[src/kbd_xlat_pkg.sv]
package kbd_xlat_pkg;

  // Command queue depth in bytes
  localparam int unsigned QUEUE_DEPTH = 32;

  // Keyboard bytes with a meaning of their own
  localparam logic [7:0] LED_CMD        = 8'hED;
  localparam logic [7:0] SC_BACKSPACE   = 8'h0E;
  localparam logic [7:0] SC_ENTER       = 8'h1C;
  localparam logic [7:0] SC_LSHIFT_MAKE = 8'h2A;
  localparam logic [7:0] SC_RSHIFT_MAKE = 8'h36;
  localparam logic [7:0] SC_LSHIFT_BRK  = 8'hAA;
  localparam logic [7:0] SC_RSHIFT_BRK  = 8'hB6;
  localparam logic [7:0] SC_CAPS_MAKE   = 8'h3A;
  localparam logic [7:0] SC_NUM_MAKE    = 8'h45;
  localparam logic [7:0] SC_SCROLL_MAKE = 8'h46;
  localparam logic [7:0] KBD_ACK        = 8'hFA;
  localparam logic [7:0] KBD_RESEND     = 8'hFE;

  // Characters produced outside the tables
  localparam logic [7:0] CH_BACKSPACE = 8'h08;
  localparam logic [7:0] CH_NEWLINE   = 8'h0A;
  localparam logic [7:0] CH_UPPER_A   = 8'h41;
  localparam logic [7:0] CH_UPPER_Z   = 8'h5A;
  localparam logic [7:0] CH_CASE_OFS  = 8'h20;

  // LED bits
  localparam logic [2:0] LED_CAPS   = 3'b100;
  localparam logic [2:0] LED_NUM    = 3'b010;
  localparam logic [2:0] LED_SCROLL = 3'b001;

  // One queue row: LED command, optionally followed by its LED byte
  typedef struct packed {
    logic       has_led;
    logic [2:0] leds;
  } queue_row_t;

  // Requests from the translator to the command queue
  typedef struct packed {
    logic       restart;
    logic [2:0] restart_leds;
    logic       push;
    logic [2:0] push_leds;
    logic       pop;
  } queue_req_t;

  // Queue status, valid in the same cycle as the request
  typedef struct packed {
    logic       avail;
    logic [7:0] head_byte;
  } queue_stat_t;

  // Scan code to character, no shift held
  function automatic logic [7:0] plain_map(input logic [6:0] idx);
    logic [7:0] ch;
    case (idx)
      7'h02: ch = 8'h31;
      7'h03: ch = 8'h32;
      7'h04: ch = 8'h33;
      7'h05: ch = 8'h34;
      7'h06: ch = 8'h35;
      7'h07: ch = 8'h36;
      7'h08: ch = 8'h37;
      7'h09: ch = 8'h38;
      7'h0A: ch = 8'h39;
      7'h0B: ch = 8'h30;
      7'h0C: ch = 8'h2D;
      7'h0D: ch = 8'h5E;
      7'h10: ch = 8'h51;
      7'h11: ch = 8'h57;
      7'h12: ch = 8'h45;
      7'h13: ch = 8'h52;
      7'h14: ch = 8'h54;
      7'h15: ch = 8'h59;
      7'h16: ch = 8'h55;
      7'h17: ch = 8'h49;
      7'h18: ch = 8'h4F;
      7'h19: ch = 8'h50;
      7'h1A: ch = 8'h40;
      7'h1B: ch = 8'h5B;
      7'h1E: ch = 8'h41;
      7'h1F: ch = 8'h53;
      7'h20: ch = 8'h44;
      7'h21: ch = 8'h46;
      7'h22: ch = 8'h47;
      7'h23: ch = 8'h48;
      7'h24: ch = 8'h4A;
      7'h25: ch = 8'h4B;
      7'h26: ch = 8'h4C;
      7'h27: ch = 8'h3B;
      7'h28: ch = 8'h3A;
      7'h2B: ch = 8'h5D;
      7'h2C: ch = 8'h5A;
      7'h2D: ch = 8'h58;
      7'h2E: ch = 8'h43;
      7'h2F: ch = 8'h56;
      7'h30: ch = 8'h42;
      7'h31: ch = 8'h4E;
      7'h32: ch = 8'h4D;
      7'h33: ch = 8'h2C;
      7'h34: ch = 8'h2E;
      7'h35: ch = 8'h2F;
      7'h37: ch = 8'h2A;
      7'h39: ch = 8'h20;
      7'h47: ch = 8'h37;
      7'h48: ch = 8'h38;
      7'h49: ch = 8'h39;
      7'h4A: ch = 8'h2D;
      7'h4B: ch = 8'h34;
      7'h4C: ch = 8'h35;
      7'h4D: ch = 8'h36;
      7'h4E: ch = 8'h2B;
      7'h4F: ch = 8'h31;
      7'h50: ch = 8'h32;
      7'h51: ch = 8'h33;
      7'h52: ch = 8'h30;
      7'h53: ch = 8'h2E;
      7'h73: ch = 8'h5C;
      7'h7D: ch = 8'h5C;
      default: ch = 8'h00;
    endcase
    return ch;
  endfunction

  // Scan code to character, a shift key held; keys not listed match the plain map
  function automatic logic [7:0] shifted_map(input logic [6:0] idx);
    logic [7:0] ch;
    case (idx)
      7'h02: ch = 8'h21;
      7'h03: ch = 8'h22;
      7'h04: ch = 8'h23;
      7'h05: ch = 8'h24;
      7'h06: ch = 8'h25;
      7'h07: ch = 8'h26;
      7'h08: ch = 8'h27;
      7'h09: ch = 8'h28;
      7'h0A: ch = 8'h29;
      7'h0B: ch = 8'h7E;
      7'h0C: ch = 8'h3D;
      7'h0D: ch = 8'h7E;
      7'h1A: ch = 8'h60;
      7'h1B: ch = 8'h7B;
      7'h27: ch = 8'h2B;
      7'h28: ch = 8'h2A;
      7'h2B: ch = 8'h7D;
      7'h33: ch = 8'h3C;
      7'h34: ch = 8'h3E;
      7'h35: ch = 8'h3F;
      7'h73: ch = 8'h5F;
      7'h7D: ch = 8'h7C;
      default: ch = plain_map(idx);
    endcase
    return ch;
  endfunction

endpackage

[src/keyboard_scan_code_translator_unit.sv]
// Set-1 scan code to ASCII translator with the lock LED command channel.
// Each request on s_axis is one raw keyboard byte; each gives exactly one
// result on m_axis with the character (if any), the byte to send to the
// keyboard now (if any), and the LED and shift state after that byte.
// One request is taken per clock while m_axis accepts results; each passes
// through the input register, then the result register, to m_axis. While a
// result waits for m_axis_tready the block takes one more request into its
// input register and then holds s_axis_tready low. Lock keys queue
// the LED command and LED byte in a command queue of QUEUE_DEPTH bytes held
// in a RAM behind a front-row register; bytes that do not fit are dropped.
// A write on the cfg port restarts the block with new LED bits; write it
// only while no request is in flight.
module keyboard_scan_code_translator_unit #(
  parameter int unsigned QUEUE_DEPTH = kbd_xlat_pkg::QUEUE_DEPTH
) (
  input  logic        clk_i,
  input  logic        rst_ni,
  // Configuration write
  input  logic        cfg_valid_i,
  output logic        cfg_ready_o,
  input  logic [2:0]  cfg_data_i,     // initial_leds
  // Keyboard bytes in
  input  logic        s_axis_tvalid,
  output logic        s_axis_tready,
  input  logic [7:0]  s_axis_tdata,   // [7:0] scan_code
  // Results out
  output logic        m_axis_tvalid,
  input  logic        m_axis_tready,
  output logic [23:0] m_axis_tdata    // [0] char_valid, [8:1] char_code,
                                      // [9] send_valid, [17:10] send_byte,
                                      // [20:18] led_bits, [22:21] shift_bits,
                                      // [23] zero
);

  logic        in_vld_q;
  logic [7:0]  in_code_q;
  logic        out_vld_q;
  logic [23:0] out_data_q;

  logic [1:0]  shift_q, shift_d;
  logic [2:0]  leds_q, leds_d;
  logic        await_q, await_d;
  logic [7:0]  pend_q, pend_d;

  logic        cfg_wr, in_take, advance, process;
  logic [7:0]  ch_raw, ch;
  logic        is_alpha;
  logic [2:0]  toggle;
  logic        resend_hit, await_mid, pop;
  logic        send_vld;
  logic [7:0]  send_byte;

  kbd_xlat_pkg::queue_req_t  q_req;
  kbd_xlat_pkg::queue_stat_t q_stat;

  // Handshakes
  assign cfg_ready_o   = 1'b1;
  assign cfg_wr        = cfg_valid_i;
  assign advance       = !out_vld_q || m_axis_tready;
  assign process       = in_vld_q && advance;
  assign s_axis_tready = !in_vld_q || process;
  assign in_take       = s_axis_tvalid && s_axis_tready;
  assign m_axis_tvalid = out_vld_q;
  assign m_axis_tdata  = out_data_q;

  // Character lookup
  always_comb begin
    if (in_code_q[7]) begin
      ch_raw = 8'h00;
    end else if (shift_q == 2'b00) begin
      ch_raw = kbd_xlat_pkg::plain_map(in_code_q[6:0]);
    end else begin
      ch_raw = kbd_xlat_pkg::shifted_map(in_code_q[6:0]);
    end
    is_alpha = (ch_raw >= kbd_xlat_pkg::CH_UPPER_A) && (ch_raw <= kbd_xlat_pkg::CH_UPPER_Z);
    // Lower case unless exactly one of caps lock and shift holds
    if (is_alpha && (leds_q[2] == (shift_q != 2'b00))) begin
      ch = ch_raw + kbd_xlat_pkg::CH_CASE_OFS;
    end else begin
      ch = ch_raw;
    end
    if (in_code_q == kbd_xlat_pkg::SC_BACKSPACE) begin
      ch = kbd_xlat_pkg::CH_BACKSPACE;
    end
    if (in_code_q == kbd_xlat_pkg::SC_ENTER) begin
      ch = kbd_xlat_pkg::CH_NEWLINE;
    end
  end

  // Shift, lock and acknowledge handling
  always_comb begin
    shift_d    = shift_q;
    toggle     = 3'b000;
    await_mid  = await_q;
    resend_hit = 1'b0;
    unique case (in_code_q)
      kbd_xlat_pkg::SC_LSHIFT_MAKE: shift_d = shift_q | 2'b01;
      kbd_xlat_pkg::SC_RSHIFT_MAKE: shift_d = shift_q | 2'b10;
      kbd_xlat_pkg::SC_LSHIFT_BRK:  shift_d = shift_q & 2'b10;
      kbd_xlat_pkg::SC_RSHIFT_BRK:  shift_d = shift_q & 2'b01;
      kbd_xlat_pkg::SC_CAPS_MAKE:   toggle  = kbd_xlat_pkg::LED_CAPS;
      kbd_xlat_pkg::SC_NUM_MAKE:    toggle  = kbd_xlat_pkg::LED_NUM;
      kbd_xlat_pkg::SC_SCROLL_MAKE: toggle  = kbd_xlat_pkg::LED_SCROLL;
      kbd_xlat_pkg::KBD_ACK:        await_mid  = 1'b0;
      kbd_xlat_pkg::KBD_RESEND:     resend_hit = await_q;
      default: ;
    endcase
    leds_d = leds_q ^ toggle;

    // Send one queued byte when nothing is awaiting an acknowledge
    pop       = !resend_hit && !await_mid && q_stat.avail;
    send_vld  = resend_hit || pop;
    send_byte = resend_hit ? pend_q : (pop ? q_stat.head_byte : 8'h00);
    pend_d    = pop ? q_stat.head_byte : pend_q;
    await_d   = pop || await_mid;

    q_req.restart      = cfg_wr;
    q_req.restart_leds = cfg_data_i;
    q_req.push         = process && (toggle != 3'b000);
    q_req.push_leds    = leds_d;
    q_req.pop          = process && pop;
  end

  kbd_xlat_cmd_queue #(
    .DEPTH (QUEUE_DEPTH)
  ) u_cmd_queue (
    .clk_i  (clk_i),
    .rst_ni (rst_ni),
    .req_i  (q_req),
    .stat_o (q_stat)
  );

  // Control state and handshake flags
  always_ff @(posedge clk_i or negedge rst_ni) begin
    if (!rst_ni) begin
      in_vld_q  <= 1'b0;
      out_vld_q <= 1'b0;
      shift_q   <= '0;
      leds_q    <= '0;
      await_q   <= 1'b0;
      pend_q    <= '0;
    end else begin
      if (in_take) begin
        in_vld_q <= 1'b1;
      end else if (process) begin
        in_vld_q <= 1'b0;
      end
      if (process) begin
        out_vld_q <= 1'b1;
      end else if (m_axis_tready) begin
        out_vld_q <= 1'b0;
      end
      if (cfg_wr) begin
        shift_q <= '0;
        leds_q  <= cfg_data_i;
        await_q <= 1'b0;
        pend_q  <= '0;
      end else if (process) begin
        shift_q <= shift_d;
        leds_q  <= leds_d;
        await_q <= await_d;
        pend_q  <= pend_d;
      end
    end
  end

  // Payload registers
  always_ff @(posedge clk_i) begin
    if (in_take) begin
      in_code_q <= s_axis_tdata;
    end
    if (process) begin
      out_data_q <= {1'b0, shift_d, leds_d, send_byte, send_vld, ch, (ch != 8'h00)};
    end
  end

endmodule

[src/kbd_xlat_ram.sv]
module kbd_xlat_ram #(
  parameter int unsigned WIDTH = 4,
  parameter int unsigned DEPTH = 32
) (
  input  logic                     clk_i,
  input  logic                     we_i,
  input  logic [$clog2(DEPTH)-1:0] waddr_i,
  input  logic [WIDTH-1:0]         wdata_i,
  input  logic [$clog2(DEPTH)-1:0] raddr_i,
  output logic [WIDTH-1:0]         rdata_o
);

  logic [WIDTH-1:0] mem [DEPTH];
  logic [WIDTH-1:0] rdata_q;

  // One write port, one registered read port (old data on a collision)
  always_ff @(posedge clk_i) begin
    if (we_i) begin
      mem[waddr_i] <= wdata_i;
    end
    rdata_q <= mem[raddr_i];
  end

  assign rdata_o = rdata_q;

endmodule

[src/kbd_xlat_cmd_queue.sv]
module kbd_xlat_cmd_queue #(
  parameter int unsigned DEPTH = kbd_xlat_pkg::QUEUE_DEPTH
) (
  input  logic                     clk_i,
  input  logic                     rst_ni,
  input  kbd_xlat_pkg::queue_req_t req_i,
  output kbd_xlat_pkg::queue_stat_t stat_o
);

  localparam int unsigned PTR_W = $clog2(DEPTH);
  localparam int unsigned CNT_W = $clog2(DEPTH + 1);

  // Byte count over the whole queue, row count behind the front row
  logic [CNT_W-1:0] byte_cnt_q, byte_cnt_d;
  logic [CNT_W-1:0] ram_cnt_q, ram_cnt_d;
  logic [PTR_W-1:0] rd_ptr_q, rd_ptr_d;
  logic [PTR_W-1:0] wr_ptr_q, wr_ptr_d;

  // Front row in flops; offset 1 means the LED command already went out
  kbd_xlat_pkg::queue_row_t front_q, front_d;
  logic                     front_vld_q, front_vld_d;
  logic                     front_off_q, front_off_d;

  // Write-to-read bypass for a row written where the RAM is being read
  kbd_xlat_pkg::queue_row_t byp_row_q;
  logic                     byp_vld_q, byp_vld_d;

  kbd_xlat_pkg::queue_row_t new_row, head_row, ram_head, ram_rdata;
  logic                     room1, room2, push_row, head_off, exhaust, we, ram_pop;
  logic [CNT_W-1:0]         push_n;

  kbd_xlat_ram #(
    .WIDTH ($bits(kbd_xlat_pkg::queue_row_t)),
    .DEPTH (DEPTH)
  ) u_ram (
    .clk_i   (clk_i),
    .we_i    (we),
    .waddr_i (wr_ptr_q),
    .wdata_i (new_row),
    .raddr_i (rd_ptr_d),
    .rdata_o (ram_rdata)
  );

  // Push: LED command and LED byte; the LED byte alone is dropped when one byte is free, both when full
  always_comb begin
    room2            = byte_cnt_q <= CNT_W'(DEPTH - 2);
    room1            = byte_cnt_q < CNT_W'(DEPTH);
    push_row         = req_i.push && room1;
    new_row.has_led  = room2;
    new_row.leds     = req_i.push_leds;
    if (push_row) begin
      push_n = room2 ? CNT_W'(2) : CNT_W'(1);
    end else begin
      push_n = '0;
    end
  end

  // Head of queue, including a row pushed in this same request
  assign head_row = front_vld_q ? front_q : new_row;
  assign head_off = front_vld_q ? front_off_q : 1'b0;
  assign ram_head = byp_vld_q ? byp_row_q : ram_rdata;
  assign exhaust  = req_i.pop && (head_off || !head_row.has_led);

  assign stat_o.avail     = (byte_cnt_q != '0) || push_row;
  assign stat_o.head_byte = head_off ? {5'b0, head_row.leds} : kbd_xlat_pkg::LED_CMD;

  // Front row and RAM bookkeeping
  always_comb begin
    front_d     = front_q;
    front_vld_d = front_vld_q;
    front_off_d = front_off_q;
    we          = 1'b0;
    ram_pop     = 1'b0;
    if (front_vld_q) begin
      we = push_row && !(exhaust && ram_cnt_q == '0);
      if (exhaust) begin
        front_off_d = 1'b0;
        if (ram_cnt_q != '0) begin
          front_d = ram_head;
          ram_pop = 1'b1;
        end else if (push_row) begin
          front_d = new_row;
        end else begin
          front_vld_d = 1'b0;
        end
      end else if (req_i.pop) begin
        front_off_d = 1'b1;
      end
    end else if (push_row) begin
      front_d     = new_row;
      front_vld_d = !exhaust;
      front_off_d = req_i.pop && !exhaust;
    end

    byte_cnt_d = byte_cnt_q + push_n - CNT_W'(req_i.pop);
    ram_cnt_d  = ram_cnt_q + CNT_W'(we) - CNT_W'(ram_pop);

    rd_ptr_d = rd_ptr_q;
    if (ram_pop) begin
      rd_ptr_d = (rd_ptr_q == PTR_W'(DEPTH - 1)) ? '0 : rd_ptr_q + PTR_W'(1);
    end
    wr_ptr_d = wr_ptr_q;
    if (we) begin
      wr_ptr_d = (wr_ptr_q == PTR_W'(DEPTH - 1)) ? '0 : wr_ptr_q + PTR_W'(1);
    end

    byp_vld_d = we && (wr_ptr_q == rd_ptr_d);

    // Restart: LED command and LED byte waiting in the front row
    if (req_i.restart) begin
      front_d.has_led = 1'b1;
      front_d.leds    = req_i.restart_leds;
      front_vld_d     = 1'b1;
      front_off_d     = 1'b0;
      byte_cnt_d      = CNT_W'(2);
      ram_cnt_d       = '0;
      rd_ptr_d        = '0;
      wr_ptr_d        = '0;
      we              = 1'b0;
      byp_vld_d       = 1'b0;
    end
  end

  // Control state
  always_ff @(posedge clk_i or negedge rst_ni) begin
    if (!rst_ni) begin
      front_q.has_led <= 1'b1;
      front_q.leds    <= '0;
      front_vld_q     <= 1'b1;
      front_off_q     <= 1'b0;
      byte_cnt_q      <= CNT_W'(2);
      ram_cnt_q       <= '0;
      rd_ptr_q        <= '0;
      wr_ptr_q        <= '0;
      byp_vld_q       <= 1'b0;
    end else begin
      front_q     <= front_d;
      front_vld_q <= front_vld_d;
      front_off_q <= front_off_d;
      byte_cnt_q  <= byte_cnt_d;
      ram_cnt_q   <= ram_cnt_d;
      rd_ptr_q    <= rd_ptr_d;
      wr_ptr_q    <= wr_ptr_d;
      byp_vld_q   <= byp_vld_d;
    end
  end

  // Bypass payload
  always_ff @(posedge clk_i) begin
    byp_row_q <= new_row;
  end

endmodule

[config.mk]
export PLATFORM = sky130hd
export DESIGN_NAME = keyboard_scan_code_translator_unit
export DESIGN_NICKNAME = d
export VERILOG_FILES = /design/src/kbd_xlat_pkg.sv /design/src/keyboard_scan_code_translator_unit.sv /design/src/kbd_xlat_ram.sv /design/src/kbd_xlat_cmd_queue.sv
export SDC_FILE = /design/constraint.sdc
export NUM_CORES = 1
export LEC_CHECK = 0
export BUFFER_PORTS_ARGS = -buffer_cell sky130_fd_sc_hd__buf_2
export CAP_MARGIN = 15
export CORE_MARGIN = 2
export CORE_UTILIZATION = 62
export CTS_CLUSTER_DIAMETER = 60
export DETAILED_ROUTE_END_ITERATION = 8
export PLACE_DENSITY = 0.8
export SLEW_MARGIN = 10
export SYNTH_ARGS = -nofsm -noshare
export SYNTH_HDL_FRONTEND = slang
export SYNTH_SLANG_ARGS = --single-unit
[constraint.sdc]
create_clock -name clk_i -period 5.3 [get_ports clk_i]
set_clock_uncertainty 0.05 [all_clocks]
set_input_delay 0.53 -clock clk_i [delete_from_list [all_inputs] [get_ports clk_i]]
set_output_delay 0.53 -clock clk_i [all_outputs]
set_load 0.05 [all_outputs]
# ---- Word level (Yosys, flattened, before mapping)
# Memory sizes are Yosys's and may differ from the RTL's. A register that Yosys moved wholly into a read port is not among the register bits.
# Cells that the tools add are included.
dict set report word_totals {
  input_bits 16
  mem_count 3
  mem_bits_rw 128
  word_cells 181
  output_inout_bits 27
  romBits 1792
  regBits 80
}
dict set report op_classes {
  bitwise 1
  muxes 65
  reduce_logical 43
  n_lt_le_gt_ge 4
  n_addsub 7
  n_eq_ne 39
}
# name words width rd rd_ports_with_merged_regs write_ports line
set mem_list {}
lappend mem_list {{(name not given)} 128 7 1 1 0 kbd_xlat_pkg.sv:56} ;# case (idx)
lappend mem_list {{(name not given)} 128 7 1 1 0 kbd_xlat_pkg.sv:56}
lappend mem_list {u_cmd_queue.u_ram.mem 32 4 1 1 1 kbd_xlat_ram.sv:13} ;# logic [WIDTH-1:0] mem [DEPTH];
# operator n
set op_table {}
lappend op_table {{8-bit one-hot mux with 21 select lines} 1}
lappend op_table {{8-bit 2-to-1 mux} 11}
lappend op_table {{7-bit by 4-bit == test with 1-bit output (second input constant)} 6}
lappend op_table {{7-bit by 6-bit == test with 1-bit output (second input constant)} 6}
lappend op_table {{8-bit == test (second input constant)} 4}
lappend op_table {{5-bit 2-to-1 mux} 6}
lappend op_table {{7-bit by 3-bit == test with 1-bit output (second input constant)} 4}
lappend op_table {{1-bit 2-to-1 mux} 28}
lappend op_table {{4-bit 2-to-1 mux} 7}
lappend op_table {{8-bit by 6-bit == test with 1-bit output (second input constant)} 3}
lappend op_table {{6-bit 2-to-1 mux} 3}
lappend op_table {{8-bit by 7-bit == test with 1-bit output (second input constant)} 2}
lappend op_table {{7-bit by 2-bit == test with 1-bit output (second input constant)} 2}
lappend op_table {{7-bit by 5-bit == test with 1-bit output (second input constant)} 2}
lappend op_table {{7-bit == test (second input constant)} 2}
lappend op_table {{1-bit logical AND} 14}
lappend op_table {{7-bit 2-to-1 mux} 2}
lappend op_table {{2-bit nonzero test} 6}
lappend op_table {{6-bit nonzero test} 2}
lappend op_table {{6-bit by 1-bit subtractor with 6-bit output} 2}
lappend op_table {{5-bit by 1-bit adder with 5-bit output (second input constant)} 2}
lappend op_table {{5-bit == test (second input constant)} 2}
lappend op_table {{3-bit one-hot mux with 3 select lines} 1}
lappend op_table {{8-bit by 6-bit adder with 8-bit output (second input constant)} 1}
lappend op_table {{other kinds (24)} 40}

# ---- Logic depth before layout (Yosys ltp)
# Gate-level depths: netlist (run 1).
dict set report depth {
  depth_word 16
  depth_mapped 18
  depth_no_buf 17
}

# ---- Hierarchy
# From an unflattened synthesis (run 1), not the netlist that was laid out.
dict set report unflattened {
  hier_cells 912
  area_unflattened_um2 11275.8
}
# module seq_area_each_um2 cells_each n_inst area_each_um2
set modules_own_cells {}
lappend modules_own_cells {kbd_xlat_ram 3923.8 231 1 5138.7}
lappend modules_own_cells {keyboard_scan_code_translator_unit 1471.4 439 1 3892.5}
lappend modules_own_cells {kbd_xlat_cmd_queue 809.5 242 1 2244.7}

# ---- Worst setup path before layout (run 1)
# No wires, ideal clock.
dict set report synth_timing {
  path_type {register -> register}
  start {register out_vld_q (netlist: m_axis_tvalid)}
  end {register with a tool-made name}
  setup_slack_ns 1.446
  setup_time_ns 0.127
  arrival_ns 3.677
  n_path_buf 1
  required_time_ns 5.123
  stages_incl_launch_ff 10
  path_cell_list {dfrtp_1 -> nand3b_1 -> nand2_1 -> mux2i_1 -> clkinv_1 -> ha_1 -> clkbuf_1 -> a221oi_1 -> a311oi_1 -> or3_1}
}
# item line
set synth_rtl {}
lappend synth_rtl {{from (decl)} keyboard_scan_code_translator_unit.sv:37} ;# logic out_vld_q;
lappend synth_rtl {{from (signal assigned)} keyboard_scan_code_translator_unit.sv:137} ;# out_vld_q <= 1'b0;
lappend synth_rtl {{from (signal assigned)} keyboard_scan_code_translator_unit.sv:149} ;# out_vld_q <= 1'b1;
lappend synth_rtl {{from (signal assigned)} keyboard_scan_code_translator_unit.sv:151} ;# out_vld_q <= 1'b0;

# ---- Final worst setup path (run 1)
dict set report layout_timing {
  start {register in_code_q[2]}
  end {register u_cmd_queue.ram_cnt_q[4]}
}
dict set report layout_via {
  elab_chain_cells 16
  word_cells_on_any_way 27
  classes_between {add/sub (2); eq/ne (5); mux (7); reduce/logical (13)}
}
# item line
set layout_lines {}
lappend layout_lines {{from (decl)} keyboard_scan_code_translator_unit.sv:36} ;# logic [7:0] in_code_q;
lappend layout_lines {{from (signal assigned)} keyboard_scan_code_translator_unit.sv:170} ;# in_code_q <= s_axis_tdata;
lappend layout_lines {{8-bit by 7-bit == test with 1-bit output or 8-bit by 6-bit == test with 1-bit output (tied branches)} keyboard_scan_code_translator_unit.sv:96} ;# unique case (in_code_q)
lappend layout_lines {{3-bit one-hot mux with 3 select lines} keyboard_scan_code_translator_unit.sv:96}
lappend layout_lines {{3-bit nonzero test} keyboard_scan_code_translator_unit.sv:119} ;# q_req.push = process && (toggle != 3'b000);
lappend layout_lines {{1-bit logical AND} keyboard_scan_code_translator_unit.sv:119}
lappend layout_lines {{1-bit logical AND} kbd_xlat_cmd_queue.sv:48} ;# push_row = req_i.push && room1;
lappend layout_lines {{1-bit logical OR} kbd_xlat_cmd_queue.sv:64} ;# assign stat_o.avail = (byte_cnt_q != '0) || push_row;
lappend layout_lines {{1-bit logical AND} keyboard_scan_code_translator_unit.sv:111} ;# pop = !resend_hit && !await_mid && q_stat.avail;
lappend layout_lines {{1-bit logical AND} keyboard_scan_code_translator_unit.sv:121} ;# q_req.pop = process && pop;
lappend layout_lines {{1-bit logical AND} kbd_xlat_cmd_queue.sv:62} ;# assign exhaust = req_i.pop && (head_off || !head_row.has_led);
lappend layout_lines {{1-bit logical AND} kbd_xlat_cmd_queue.sv:75} ;# we = push_row && !(exhaust && ram_cnt_q == '0);
lappend layout_lines {{1-bit logical NOT} kbd_xlat_cmd_queue.sv:75}
lappend layout_lines {{1-bit logical AND} kbd_xlat_cmd_queue.sv:75}
lappend layout_lines {{1-bit 2-to-1 mux} kbd_xlat_cmd_queue.sv:74} ;# if (front_vld_q) begin
lappend layout_lines {{6-bit by 1-bit adder with 6-bit output} kbd_xlat_cmd_queue.sv:96} ;# ram_cnt_d = ram_cnt_q + CNT_W'(we) - CNT_W'(ram_pop);
lappend layout_lines {{6-bit by 1-bit subtractor with 6-bit output (*)} kbd_xlat_cmd_queue.sv:96}
lappend layout_lines {{6-bit 2-to-1 mux (*)} kbd_xlat_cmd_queue.sv:110} ;# if (req_i.restart) begin
lappend layout_lines {{net u_cmd_queue.ram_cnt_d[4]} kbd_xlat_cmd_queue.sv:15} ;# logic [CNT_W-1:0] ram_cnt_q, ram_cnt_d;
lappend layout_lines {{to (signal assigned)} kbd_xlat_cmd_queue.sv:141} ;# ram_cnt_q <= ram_cnt_d;
lappend layout_lines {{to (decl)} kbd_xlat_cmd_queue.sv:15}
# Mark *: on every way through the listed nets, which the timed path passes. The rest lies on a longest branch.
# A chain may end at the register's enable or synchronous reset.

==> impl_metrics.env, run 1 <==
export IMPL_detail_route_wl_per_cell_um=20.6
export IMPL_gp_congestion=0.927
export IMPL_setup_tns_ns=0
export IMPL_r2r_start="in_code_q[2]"
export IMPL_timing_slew_headroom=0.285
export IMPL_switching_power_mw=1.37
export IMPL_crit_chain="nand4bb_4 -> or4_4 -> a211oi_4 -> o21ai_0 -> o21ai_0 -> nand2_1 -> nand2_1 -> inv_1 -> ha_1 -> fa_1 -> a21oi_1 -> nor2_1 -> nor2_1 -> xor2_1 -> nor2_1"
export IMPL_power_frac_clock=0.331
export IMPL_via_per_inst=6.42
export IMPL_drt_iter0_markers=904
export IMPL_ys_async_sr_fraction=0.194
export IMPL_hold_viol=0
export IMPL_cp_slowest_cell="edfxtp_1"
export IMPL_max_cap_violations=0
export IMPL_vias=8253
export IMPL_post_cts_buffers=0
export IMPL_switching_share=0.306
export IMPL_critPathCaptureType="flip-flop"
export IMPL_cts_sinks=211
export IMPL_drt_pass1_iterations=5
export IMPL_cpMostUsedCell="nor2_1"
export IMPL_io_pins=43
export IMPL_met1_usage=0.412
export IMPL_cts_tree="done"
export IMPL_intPower_mw=3.10
export IMPL_met2_usage=0.440
export IMPL_dpl_hpwl_mm=17.5
export IMPL_syn_area_mm2=0.0111
export IMPL_fmax_mhz=225
export IMPL_fp_dieW_um=138
export IMPL_crit_fanout=21
export IMPL_synth_distinct_cells=93
export IMPL_grt_use_total=0.287
export IMPL_arrival_ns=4.78
export IMPL_rsz0062_at_grt="no"
export IMPL_globalRouteOverflowTotal=0
export IMPL_netlist_instances=1014
export IMPL_rows=48
export IMPL_core_mm2=0.0174
export IMPL_fill_cells=1224
export IMPL_numCtsBuffers=23
export IMPL_r2r_setup_slack_ns=0.86
export IMPL_critical_path_depth=15
export IMPL_routed_wl_mm=26.4
export IMPL_p_total_mw=4.47
export IMPL_path_delay_family="simple AND/OR/NAND/NOR gates"
export IMPL_cts_max_path_buffers=3
export IMPL_insertion_delay_ns=0.52
export IMPL_cts_root_buf="clkbuf_16"
export IMPL_yosysSeqAreaShare=0.540
export IMPL_ys_warn_count=0
export IMPL_cp_buffers_inverters=1
export IMPL_synth_edf_count=155
export IMPL_slowest_delay_ns=0.63
export IMPL_antenna_found_initial=0
export IMPL_worst_slew_pin_slew_ns=1.07
export IMPL_grt_pass1_wl_mm=41.8
export IMPL_run_status="finished, final reports clean"
export IMPL_rr_worst_depth=15
export IMPL_die_area_mm2=0.0189
export IMPL_clk_pin_slew_ns=0.06
export IMPL_ys_ff_latch=211
export IMPL_pwr_share_seq=0.442
export IMPL_setup_violations=0
export IMPL_die_h_um=138
export IMPL_cp_startpoint="in_code_q[2]"
export IMPL_met3_usage=0.0548
export IMPL_synth_area_per_cell_um2=10.9
export IMPL_finalCriticalPeriod_ns=4.44
export IMPL_hold_buffers=0
export IMPL_synth_ff_type="edfxtp_1"
export IMPL_drc=0
export IMPL_antenna_left=0
export IMPL_timing_rr_end="u_cmd_queue.ram_cnt_q[4]"
export IMPL_top_usage_layer="met2"
export IMPL_p_comb_frac=0.227
export IMPL_diodes=0
export IMPL_areaGrowthSynthToFinish_pct=9.78
export IMPL_portBuffers=39
export IMPL_post_cts_resized=0
export IMPL_power_density_mw_per_mm2=368
export IMPL_leakage_nw=4.62
export IMPL_hp_class="in2async"
export IMPL_htreeDepth=1
export IMPL_endpoint="u_cmd_queue.ram_cnt_q[4]"
export IMPL_start_kind="flip-flop"
export IMPL_worstPathRequired_ns=5.64
export IMPL_initial_core_util=0.638
export IMPL_finalMaxSlewViolations=0
export IMPL_first_global_vias=7870
export IMPL_criticalPathCategory="reg2reg"
export IMPL_final_nets=1098
export IMPL_layout_drive_gt1_share=0.143
export IMPL_period_share=0.837
export IMPL_peakVddDrop_mv=0.371
export IMPL_grt_max_degree=42
-- routing by layer --
layer | vias to the layer above | wire length [µm]
met5 | - | 0
met4 | 0 | 751
met3 | 76 | 2520
met2 | 450 | 12100
met1 | 3907 | 11100
li1 | 3820 | -
-- cell usage after synthesis, types with 10 or more instances --
cell type  count  area (µm²)
dfxtp_1       15         300
a31oi_1       14        87.6
ha_1          36         450
xnor2_1       19         166
a21oi_1       55         275
mux2_2        18         203
o22ai_1       13        81.3
dfrtp_1       38         951
o221ai_1      13         114
nand3_1       19        95.1
nand2_1       88         330
inv_1         41         154
mux2i_1       37         370
a221oi_1      10        87.6
nor2_1       117         439
a211oi_1      19         143
o21ai_0       50         250
edfxtp_1     155        4650
nand2b_1      12        75.1
buf_2         11        55.1
nor3_1        22         110
clkbuf_1      30         113
-- metrics by stage --
stage | instances | cell area, µm² | setup slack [ns] | utilization | hold WS [ns]
floorplan | 1015 | 11100 | 1.45 | - | 0.184
global placement | 1244 | 11500 | 1.03 | 0.660 | 0.443
detailed placement | 1244 | 11500 | 0.929 | 0.660 | 0.456
CTS | 1285 | 12200 | 0.891 | 0.700 | 0.132
global route | 1285 | 12200 | 0.491 | 0.700 | 0.138
finish | 1285 | 12200 | 0.862 | 0.700 | 0.105
-- area by class of cell --
type / count / area (µm²) / area share
Sequential cell: 211 / 5980 / 0.492
Multi-Input combinational cell: 700 / 4650 / 0.383
Clock buffer: 29 / 618 / 0.0508
Timing Repair Buffer: 61 / 360 / 0.0296
Tap cell: 225 / 282 / 0.0232
Inverter: 47 / 178 / 0.0146
Clock inverter: 12 / 83.8 / 0.00690
-- placed cells by master, fill, tap and decap left out, drive strengths merged, types with 8 or more instances in the layout --
cell,instances
dfrtp,38
a21oi,56
o21ai,53
buf,61
nand2,90
inv,48
nor3,22
ha,36
dfxtp,15
mux2,18
a211oi,20
a31oi,15
nor2b,9
mux2i,37
nand3,19
nor2,118
clkbuf,29
clkinv,10
o22ai,13
xnor2,19
o221ai,13
a221oi,11
and2,8
edfxtp,155
nand2b,12
-- power by group through the flow --
stage	registers (mW)	clock network, mW	logic, mW
2_1_floorplan	2.05	0	0.706
3_3_place_gp	2.00	0	0.967
3_5_place_dp	2.01	0	0.994
4_1_cts	1.98	1.49	1.01
5_1_grt	1.99	1.57	1.12
6_report	1.98	1.48	1.01
-- worst register-to-register path, stage by stage (launching register included) --
cell and delay (ns):
edfxtp_1 0.63, nand4bb_4 0.36, or4_4 0.55, a211oi_4 0.37, o21ai_0 0.28, o21ai_0 0.40
nand2_1 0.10, nand2_1 0.25, inv_1 0.13, ha_1 0.23, fa_1 0.41, a21oi_1 0.15
nor2_1 0.05, nor2_1 0.12, xor2_1 0.17, nor2_1 0.06
-- worst min path at each step --
stage | from | endpoint | slack [ns] | cells after the start
global route | s_axis_tdata[7] | in_code_q[7] | 0.14 | 1
detailed placement | in_vld_q | m_axis_tvalid | 0.46 | 1
finish | rst_ni | u_cmd_queue.byte_cnt_q[4] | 0.10 | 1
global placement | in_vld_q | m_axis_tvalid | 0.44 | 1
floorplan | rst_ni | await_q | 0.18 | 0
CTS | s_axis_tdata[7] | in_code_q[7] | 0.13 | 1
-- state kept, by name, summed over array words and instances (netlist names), 5 cells and up, named ones only --
signal and count:
u_cmd_queue.u_ram.mem 128, m_axis_tdata 19, in_code_q 8, u_cmd_queue.byte_cnt_q 6, u_cmd_queue.ram_cnt_q 6, u_cmd_queue.rd_ptr_q 5, u_cmd_queue.wr_ptr_q 5
-- logic make-up after synthesis --
logic type / synth area share
other: 0.000678
muxes: 0.0538
buffers and inverters: 0.0430
and+or+nand+nor: 0.148
adders and majority gates: 0.0443
DFF: 0.540
xor gates and xnor gates: 0.0198
AOI/OAI and AO/OA: 0.150
Power figures use the tool's default switching activity.
==> run 2: changes to the inputs <==
==> constraint.sdc (replaced) <==
create_clock -name clk_i -period 4.3 [get_ports clk_i]
set_clock_uncertainty 0.05 [all_clocks]
set_input_delay 0.43 -clock clk_i [delete_from_list [all_inputs] [get_ports clk_i]]
set_output_delay 0.43 -clock clk_i [all_outputs]
set_load 0.05 [all_outputs]
==> impl_metrics.env, run 2 (synthesis gave the netlist of run 1 again) <==
export IMPL_run_status="finished, final reports clean"
export IMPL_timing_rr_end="u_cmd_queue.byte_cnt_q[5]"
export IMPL_post_cts_buffers=0
export IMPL_final_nets=1105
export IMPL_drc=0
export IMPL_setup_tns_ns=0
export IMPL_cts_tree="done"
export IMPL_largest_reg_flops=128
export IMPL_rr_worst_depth=15
export IMPL_gp_congestion=0.929
export IMPL_io_pins=43
export IMPL_clk_pin_slew_ns=0.06
export IMPL_dpl_hpwl_mm=17.8
export IMPL_cp_startpoint="in_code_q[2]"
export IMPL_period_share=0.915
export IMPL_leakage_nw=4.65
export IMPL_finalMaxSlewViolations=0
export IMPL_grt_max_degree=42
export IMPL_grt_use_total=0.285
export IMPL_drt_pass1_iterations=7
export IMPL_start_kind="flip-flop"
export IMPL_antenna_left=0
export IMPL_worstPathRequired_ns=4.62
export IMPL_cts_sinks=211
export IMPL_initial_core_util=0.638
export IMPL_final_common_cell="edfxtp_1"
export IMPL_vias=8409
export IMPL_portBuffers=39
export IMPL_detail_route_wl_per_cell_um=20.5
export IMPL_layout_drive_gt1_share=0.147
export IMPL_power_density_mw_per_mm2=450
export IMPL_layout_common_cells="155 x edfxtp_1, 117 x nor2_1, 88 x nand2_1"
export IMPL_peakVddDrop_mv=0.422
export IMPL_r2r_start="in_code_q[2]"
export IMPL_largest_register="u_cmd_queue.u_ram.mem"
export IMPL_rows=48
export IMPL_die_h_um=138
export IMPL_timing_slew_headroom=0.364
export IMPL_register_area_mm2=0.00598
export IMPL_endpoint="u_cmd_queue.byte_cnt_q[5]"
export IMPL_criticalPathCategory="reg2reg"
export IMPL_finalCriticalPeriod_ns=3.93
export IMPL_first_global_vias=7736
export IMPL_numCtsBuffers=22
export IMPL_routed_wl_mm=26.4
export IMPL_critPathCaptureType="flip-flop"
export IMPL_post_cts_resized=0
export IMPL_fin_ws_ns=0.367
export IMPL_cts_max_path_buffers=3
export IMPL_hp_class="in2async"
export IMPL_die_area_mm2=0.0189
export IMPL_antenna_found_initial=0
export IMPL_cts_root_buf="clkbuf_16"
export IMPL_crit_fanout=10
export IMPL_insertion_delay_ns=0.51
export IMPL_arrival_ns=4.26
export IMPL_max_cap_violations=0
export IMPL_p_total_mw=5.49
export IMPL_diodes=0
export IMPL_fp_dieW_um=138
export IMPL_fill_cells=1208
export IMPL_dpl_worst_slack_ns=0.411
export IMPL_htreeDepth=1
export IMPL_via_per_inst=6.51
export IMPL_finalNonFillerCells=1292
export IMPL_hold_viol=0
export IMPL_multiInputGateArea_mm2=0.00465
export IMPL_final_util=0.703
export IMPL_worst_slew_pin_slew_ns=0.954
export IMPL_r2r_setup_slack_ns=0.37
export IMPL_post_place_cells=1252
export IMPL_areaGrowthSynthToFinish_pct=10.2
export IMPL_hold_buffers=0
export IMPL_setup_violations=0
export IMPL_drt_iter0_markers=994
export IMPL_grt_pass1_wl_mm=41.8
export IMPL_core_mm2=0.0174
export IMPL_fmax_mhz=254
export IMPL_rsz0062_at_grt="no"
export IMPL_globalRouteOverflowTotal=0
[run 2: cell count changes in the layout (fill, tap and decap cells not counted), sizes merged]
cell      change
buf           +8
inv           -4
clkbuf        +6
clkinvlp      -1
clkinv        -2
[run 2: per-layer routing]
metal  GRT usage  up-vias  share of wire
li1            -     3829              -
met1       0.422     4018           0.42
met2       0.442      500           0.46
met3      0.0467       62           0.10
met4      0.0727        0          0.022
met5           0        -              0
[run 2: layout make-up]
type | instances | area share
Sequential cell | 211 | 0.490
Multi-Input combinational cell | 700 | 0.381
Clock buffer | 35 | 0.0533
Timing Repair Buffer | 69 | 0.0345
Tap cell | 225 | 0.0231
Inverter | 47 | 0.0146
Clock inverter | 5 | 0.00287
[run 2: how the worst min path moves through the flow]
stage | startpoint | to | slack, ns | cells after the start
6_report | rst_ni | shift_q[0] | 0.03 | 1
4_1_cts | rst_ni | u_cmd_queue.wr_ptr_q[2] | 0.04 | 1
5_1_grt | s_axis_tdata[7] | in_code_q[7] | 0.05 | 1
2_1_floorplan | rst_ni | await_q | 0.08 | 0
3_5_place_dp | u_cmd_queue.front_q[3] | u_cmd_queue.front_q[3] | 0.48 | 2
3_3_place_gp | in_vld_q | m_axis_tvalid | 0.47 | 1
[run 2: per-stage QoR]
step	hold WS (ns)	area, µm²
after floorplan	0.0844	11100
after CTS	0.0422	12200
after global placement	0.469	11500
final	0.0343	12200
after detailed placement	0.480	11500
after global routing	0.0537	12200
[run 2: critical path: stages, from the launching register on]
cell	delay, ns
edfxtp_1	0.38
nand4bb_4	0.26
or4_4	0.56
a211o_1	0.40
a21oi_1	0.27
nand2_1	0.26
inv_1	0.21
ha_1	0.23
inv_1	0.06
ha_1	0.26
a21o_1	0.17
a21oi_1	0.22
o21bai_1	0.09
a21oi_1	0.19
xnor2_1	0.14
nor2_1	0.05
[run 2: power by group]
group	internal (mW)	total [mW]	switching (mW)
registers	2.36	2.43	0.0773
clock network	1.04	1.79	0.750
logic	0.448	1.27	0.818
